[src/sv/lspq_pkg.sv]
// package for the linear scan priority queue: sizes, codes and the types
// shared by the cell chain and the top level; no dependencies
`default_nettype none

package lspq_pkg;

    localparam int DEPTH   = 32;
    localparam int IDX_W   = $clog2(DEPTH);
    localparam int CNT_W   = 6;
    localparam int DATA_W  = 32;
    localparam int IN_W    = 72;
    localparam int OUT_W   = 48;

    typedef enum logic [1:0] {
        OP_ADD     = 2'd0,
        OP_EXTRACT = 2'd1,
        OP_CLEAR   = 2'd2
    } op_t;

    typedef enum logic [1:0] {
        STAT_OK    = 2'd0,
        STAT_FULL  = 2'd1,
        STAT_EMPTY = 2'd2
    } status_t;

    typedef enum logic [1:0] {
        S_IDLE,
        S_SCAN,
        S_SHIFT
    } state_t;

    // best candidate travelling down the chain
    typedef struct packed {
        logic                      found;
        logic [IDX_W-1:0]          idx;
        logic signed [DATA_W-1:0]  prio;
        logic signed [DATA_W-1:0]  value;
    } cand_t;

    // broadcast control from the sequencer to every cell
    typedef struct packed {
        logic                      wr;
        logic                      shift;
        logic [CNT_W-1:0]          count;
        logic [IDX_W-1:0]          best_idx;
        logic signed [DATA_W-1:0]  value;
        logic signed [DATA_W-1:0]  prio;
    } cell_ctrl_t;

endpackage

`default_nettype wire

[src/sv/lspq_cell.sv]
// one queue entry: stored value and priority plus one stage of the max scan
// depends on lspq_pkg
`default_nettype none

module lspq_cell (
    input  wire logic                             aclk,
    input  wire logic [lspq_pkg::IDX_W-1:0]       cell_idx,
    input  wire lspq_pkg::cell_ctrl_t             ctrl,
    input  wire logic signed [lspq_pkg::DATA_W-1:0] up_value,
    input  wire logic signed [lspq_pkg::DATA_W-1:0] up_prio,
    input  wire lspq_pkg::cand_t                  cand_in,
    output logic signed [lspq_pkg::DATA_W-1:0]    value_out,
    output logic signed [lspq_pkg::DATA_W-1:0]    prio_out,
    output lspq_pkg::cand_t                       cand_out
);
    import lspq_pkg::*;

    logic signed [DATA_W-1:0] value_reg, value_next;
    logic signed [DATA_W-1:0] prio_reg, prio_next;
    cand_t                    cand_reg, cand_next;
    logic                     occupied;
    logic                     take;

    assign occupied = {1'b0, cell_idx} < ctrl.count;

    always_comb begin
        // >= so that the lower (older) entry wins a tie as the scan moves down
        take = occupied &&
               (!cand_in.found || ($signed(prio_reg) >= $signed(cand_in.prio)));
        if (take) begin
            cand_next = '{found: 1'b1, idx: cell_idx, prio: prio_reg, value: value_reg};
        end else begin
            cand_next = cand_in;
        end
    end

    always_comb begin
        value_next = value_reg;
        prio_next  = prio_reg;
        if (ctrl.wr && (cell_idx == ctrl.count[IDX_W-1:0])) begin
            value_next = ctrl.value;
            prio_next  = ctrl.prio;
        end else if (ctrl.shift && (cell_idx >= ctrl.best_idx)) begin
            value_next = up_value;
            prio_next  = up_prio;
        end
    end

    always_ff @(posedge aclk) begin
        value_reg <= value_next;
        prio_reg  <= prio_next;
        cand_reg  <= cand_next;
    end

    assign value_out = value_reg;
    assign prio_out  = prio_reg;
    assign cand_out  = cand_reg;

endmodule

`default_nettype wire

[config.mk]
export PLATFORM = sky130hd
export DESIGN_NAME = lspq_cell
export DESIGN_NICKNAME = d
export VERILOG_FILES = /design/src/sv/lspq_pkg.sv /design/src/sv/lspq_cell.sv
export SDC_FILE = /design/constraint.sdc
export NUM_CORES = 1
export LEC_CHECK = 0
export ABC_AREA = 1
export BUFFER_PORTS_ARGS = -buffer_cell sky130_fd_sc_hd__buf_4
export CAP_MARGIN = 15
export CORE_AREA = 2 2 136 138
export DETAILED_ROUTE_END_ITERATION = 10
export DIE_AREA = 0 0 138 140
export PLACE_DENSITY = 0.68
export SYNTH_ARGS = -nofsm -noshare
export SYNTH_HDL_FRONTEND = slang
export SYNTH_SLANG_ARGS = --single-unit
[constraint.sdc]
create_clock -name aclk -period 3.2 [get_ports aclk]
set_input_delay 0.48 -clock aclk [delete_from_list [all_inputs] [get_ports aclk]]
set_output_delay 0.48 -clock aclk [all_outputs]
set_load 0.02 [all_outputs]
==> PnR_summary.wiki <==
{| class="wikitable"
! Metric !! Value
|-
| Pwr Density || 614 mW/mm^2
|-
| Final-report setup violation count || 0
|-
| Global-route usage over all layers || 21.1%
|-
| Number of buffers inserted during clock tree synthesis || 17
|-
| Initial antenna violation count || 0
|-
| DR vias/cell || roughly 4.6
|-
| Data arrival at the endpoint of the critical path || 2.86 ns
|-
| Area inside the core boundary || between 0.015 and 0.02 mm^2
|-
| Width of the chip || between 100 and 150 um
|-
| Share of the clock period used by the worst path after layout || 78.2%
|-
| Type of the worst min-delay path || primary input to register
|-
| Startpoint type of the worst setup path || register
|-
| Max rail drop VDD || approximately 350 uV
|-
| Number of sinks handled by clock tree synthesis || between 100 and 150
|-
| Number of port buffers || 350
|-
| Summed instance area of the synthesized netlist || around 0.0062 mm^2
|-
| Yosys cell types || 23
|-
| Number of detailed-route iterations in the first pass || 6
|-
| Per-instance average area after synthesis || between 10 and 15 um^2
|-
| Post-route ant nets || 0
|-
| Max Cap Violations || 0
|-
| Total number of vias || between 5,000 and 6,000
|-
| Top-Level Pins || around 350
|-
| Clock Tree Root || sky130_fd_sc_hd__clkbuf_16
|-
| P&R area growth vs syn || 56.0%
|-
| Global-route wire length before repair || ~32,000 um
|-
| Sequential cell area fraction in the yosys report || between 50 and 60%
|-
| Most common cell on crit path || sky130_fd_sc_hd__nand2_1
|-
| Net count after synthesis || slightly below 900
|-
| Outcome || complete, no violations
|-
| Detailed placement HPWL || approximately 16,000 um
|-
| Detailed-route wire length || ~21,000 um
|-
| Starting Density || a little over a third
|-
| YS warnings || 0
|-
| Row count || 49
|-
| Number of buffers on the longest clock path || 2
|-
| H-Tree Level Count || 4
|-
| Number of hold violations in the final report || 0
|-
| Placer congestion estimate || 0.818
|-
| Post-CTS Hold Buffers || 0
|-
| Critical-path maximum fanout || 38
|-
| Leading cell types in the layout, fill and taps excluded || sky130_fd_sc_hd__buf_4 (357), sky130_fd_sc_hd__nand2_1 (175), sky130_fd_sc_hd__nand3_1 (71)
|-
| Share of layout cells above drive strength 1 || a little under half
|-
| CP top delay family || simple AND/OR/NAND/NOR gates
|-
| Max_slew headroom || about two fifths
|-
| Count of final max-slew check failures || 0
|-
| Unrepaired setup endpoints after global routing || false
|-
| Count of state elements after synthesis || about 130
|-
| Max frequency || 399 MHz
|-
| Vert. Die Dim || ~140 um
|-
| Final clock skew || roughly 0.0090 ns
|-
| Worst Max-Slew Pin Slew || around 0.92 ns
|-
| Setup TNS Final || 0 ns
|-
| Buffers & Inverters on Critical Path || 1
|-
| GRT overflow || 0
|-
| Post-layout minimum cycle time || about 2.5 ns
|-
| Most common cell after layout, fill and taps aside || sky130_fd_sc_hd__buf_4
|-
| Number of non-filler instances in the completed layout || roughly 1,200
|-
| Clk_lat worst skew || 0.42 ns
|-
| Vias in the first global route || ~5,700
|-
| Utilization after layout || 54.5%
|-
| Cell-by-cell trace of the critical path || ha_1 > nand2_1 > nor2_1 > and2_1 > and3_1 > nand2_1 > nand2_1 > nand2_1 > nand3_4 > buf_4 > nand3_1 > nand2_1
|-
| Post-cts repair resize count || 0
|-
| Maximum number of pins on one net before global-route repair || 65
|-
| Master of the slowest instance on the critical path || sky130_fd_sc_hd__edfxtp_1
|-
| Number of remaining DRC errors || 0
|-
| Floorplan die area || 0.0193 mm^2
|-
| CP endpoint kind || register
|-
| Cells after Synth || a little over 600
|-
| Placed cells || 1,178
|-
| Largest stage delay on the critical path || 0.44 ns
|-
| Kind of critical path || register to register
|-
| Post CTS Setup Buffer Count || 0
|-
| Required time worst endpoint || between 3 and 4 ns
|-
| Number of antenna repair diodes || 0
|-
| NumNets Final || ~1,200
|-
| Overall power consumption || slightly below 6000 uW
|-
| Drt first-iter violations || around 220
|-
| Clock tree from TritonCTS || built
|-
| Wirelength per Cell || between 15 and 20 um
|-
| Clock-pin slew on the worst setup and hold paths || 0.06 ns
|-
| Leakage power summed over all cells || ~0.005 uW
|}
-- stage by stage --
stage | worst slack (ns) | area (um^2) | hold WS [ns]
3_5_place_dp | 0.485 | 9060 | 0.490
4_1_cts | 0.646 | 9690 | 0.227
5_1_grt | 0.437 | 9690 | 0.233
3_3_place_gp | 0.553 | 9060 | 0.484
6_report | 0.696 | 9690 | 0.242
2_1_floorplan | 0.553 | 6210 | 0.583
-- flip-flops by register name, indices dropped and copies added, names as in the netlist --
signal	flops
value_out	32
prio_out	32
cand_out	70
-- routing by layer --
metal	GRT usage (%)	vias to the layer above	routed length (um)
met5	0	-	0
met4	8.38	0	617
met3	5.26	41	1130
met2	37.0	201	10800
met1	24.7	2597	8250
li1	-	2773	-
-- cells by family (layout without fill, tap and decap cells) --
family / Yosys count / count (layout) / share of synthesized area, %
buf+inv: 82 / 444 / 5.84
fa+ha+maj: 42 / 42 / 8.46
mux: 64 / 64 / 11.6
simple gates: 268 / 268 / 17.9
flops: 134 / 134 / 53.5
compound gates: 29 / 29 / 2.68
-- report_power, final --
part / leakage (uW) / internal, uW / total, uW / switching [uW]
combinational: 0.00341 / 719 / 1620 / 904
sequential: 0.00119 / 2100 / 2220 / 125
clock: 0.000294 / 1310 / 2100 / 789
-- synth_stat cells --
| cell type | instances | area, um^2 |
|---|---|---|
| sky130_fd_sc_hd__nand3_1 | 71 | 355 |
| sky130_fd_sc_hd__clkbuf_1 | 8 | 30.0 |
| sky130_fd_sc_hd__inv_1 | 54 | 203 |
| sky130_fd_sc_hd__and2_1 | 1 | 6.26 |
| sky130_fd_sc_hd__nor2_1 | 15 | 56.3 |
| sky130_fd_sc_hd__nand2_1 | 176 | 661 |
| sky130_fd_sc_hd__nand3_2 | 1 | 10.0 |
| sky130_fd_sc_hd__ha_1 | 42 | 526 |
| sky130_fd_sc_hd__mux2_2 | 64 | 721 |
| sky130_fd_sc_hd__o21ai_0 | 4 | 20.0 |
| sky130_fd_sc_hd__edfxtp_1 | 64 | 1920 |
| sky130_fd_sc_hd__o21a_1 | 3 | 22.5 |
| sky130_fd_sc_hd__buf_6 | 2 | 22.5 |
| sky130_fd_sc_hd__nand4_1 | 2 | 12.5 |
| sky130_fd_sc_hd__a21o_1 | 2 | 15.0 |
| sky130_fd_sc_hd__o21bai_1 | 1 | 7.51 |
| sky130_fd_sc_hd__and3_1 | 1 | 6.26 |
| sky130_fd_sc_hd__a21oi_1 | 18 | 90.1 |
| sky130_fd_sc_hd__o21bai_2 | 1 | 11.3 |
| sky130_fd_sc_hd__buf_2 | 11 | 55.1 |
| sky130_fd_sc_hd__nand2_2 | 1 | 6.26 |
| sky130_fd_sc_hd__buf_4 | 7 | 52.6 |
| sky130_fd_sc_hd__dfxtp_1 | 70 | 1400 |
-- worst paths after layout --
kind | startpoint | slack (ns) | cells past startpoint | end
worst max-delay path | prio_out[31]$_DFFE_PP_ | 0.70 | 12 | cand_out[65]$_DFF_P_
worst min-delay path | cand_in[17] | 0.24 | 3 | cand_out[17]$_DFF_P_
worst max register to register | prio_out[31]$_DFFE_PP_ | 0.70 | 12 | cand_out[65]$_DFF_P_
worst min register to register | value_out[23]$_DFFE_PP_ | 0.50 | 2 | cand_out[23]$_DFF_P_
-- worst reg2reg max path, stage by stage, from the launching register on --
cell	delay (ns)
sky130_fd_sc_hd__edfxtp_1	0.44
sky130_fd_sc_hd__ha_1	0.37
sky130_fd_sc_hd__nand2_1	0.10
sky130_fd_sc_hd__nor2_1	0.13
sky130_fd_sc_hd__and2_1	0.19
sky130_fd_sc_hd__and3_1	0.19
sky130_fd_sc_hd__nand2_1	0.08
sky130_fd_sc_hd__nand2_1	0.06
sky130_fd_sc_hd__nand2_1	0.08
sky130_fd_sc_hd__nand3_4	0.08
sky130_fd_sc_hd__buf_4	0.40
sky130_fd_sc_hd__nand3_1	0.21
sky130_fd_sc_hd__nand2_1	0.11
-- area by class of cell --
cell class	count	area, um^2
fillers	1640	8090
flip-flops and latches	134	3320
repair buffers	358	2700
multi-input cells	403	2550
clock buffers	18	429
well taps	229	287
inverters	54	203
clock inverters	14	199
Power figures use the tool's default switching activity.
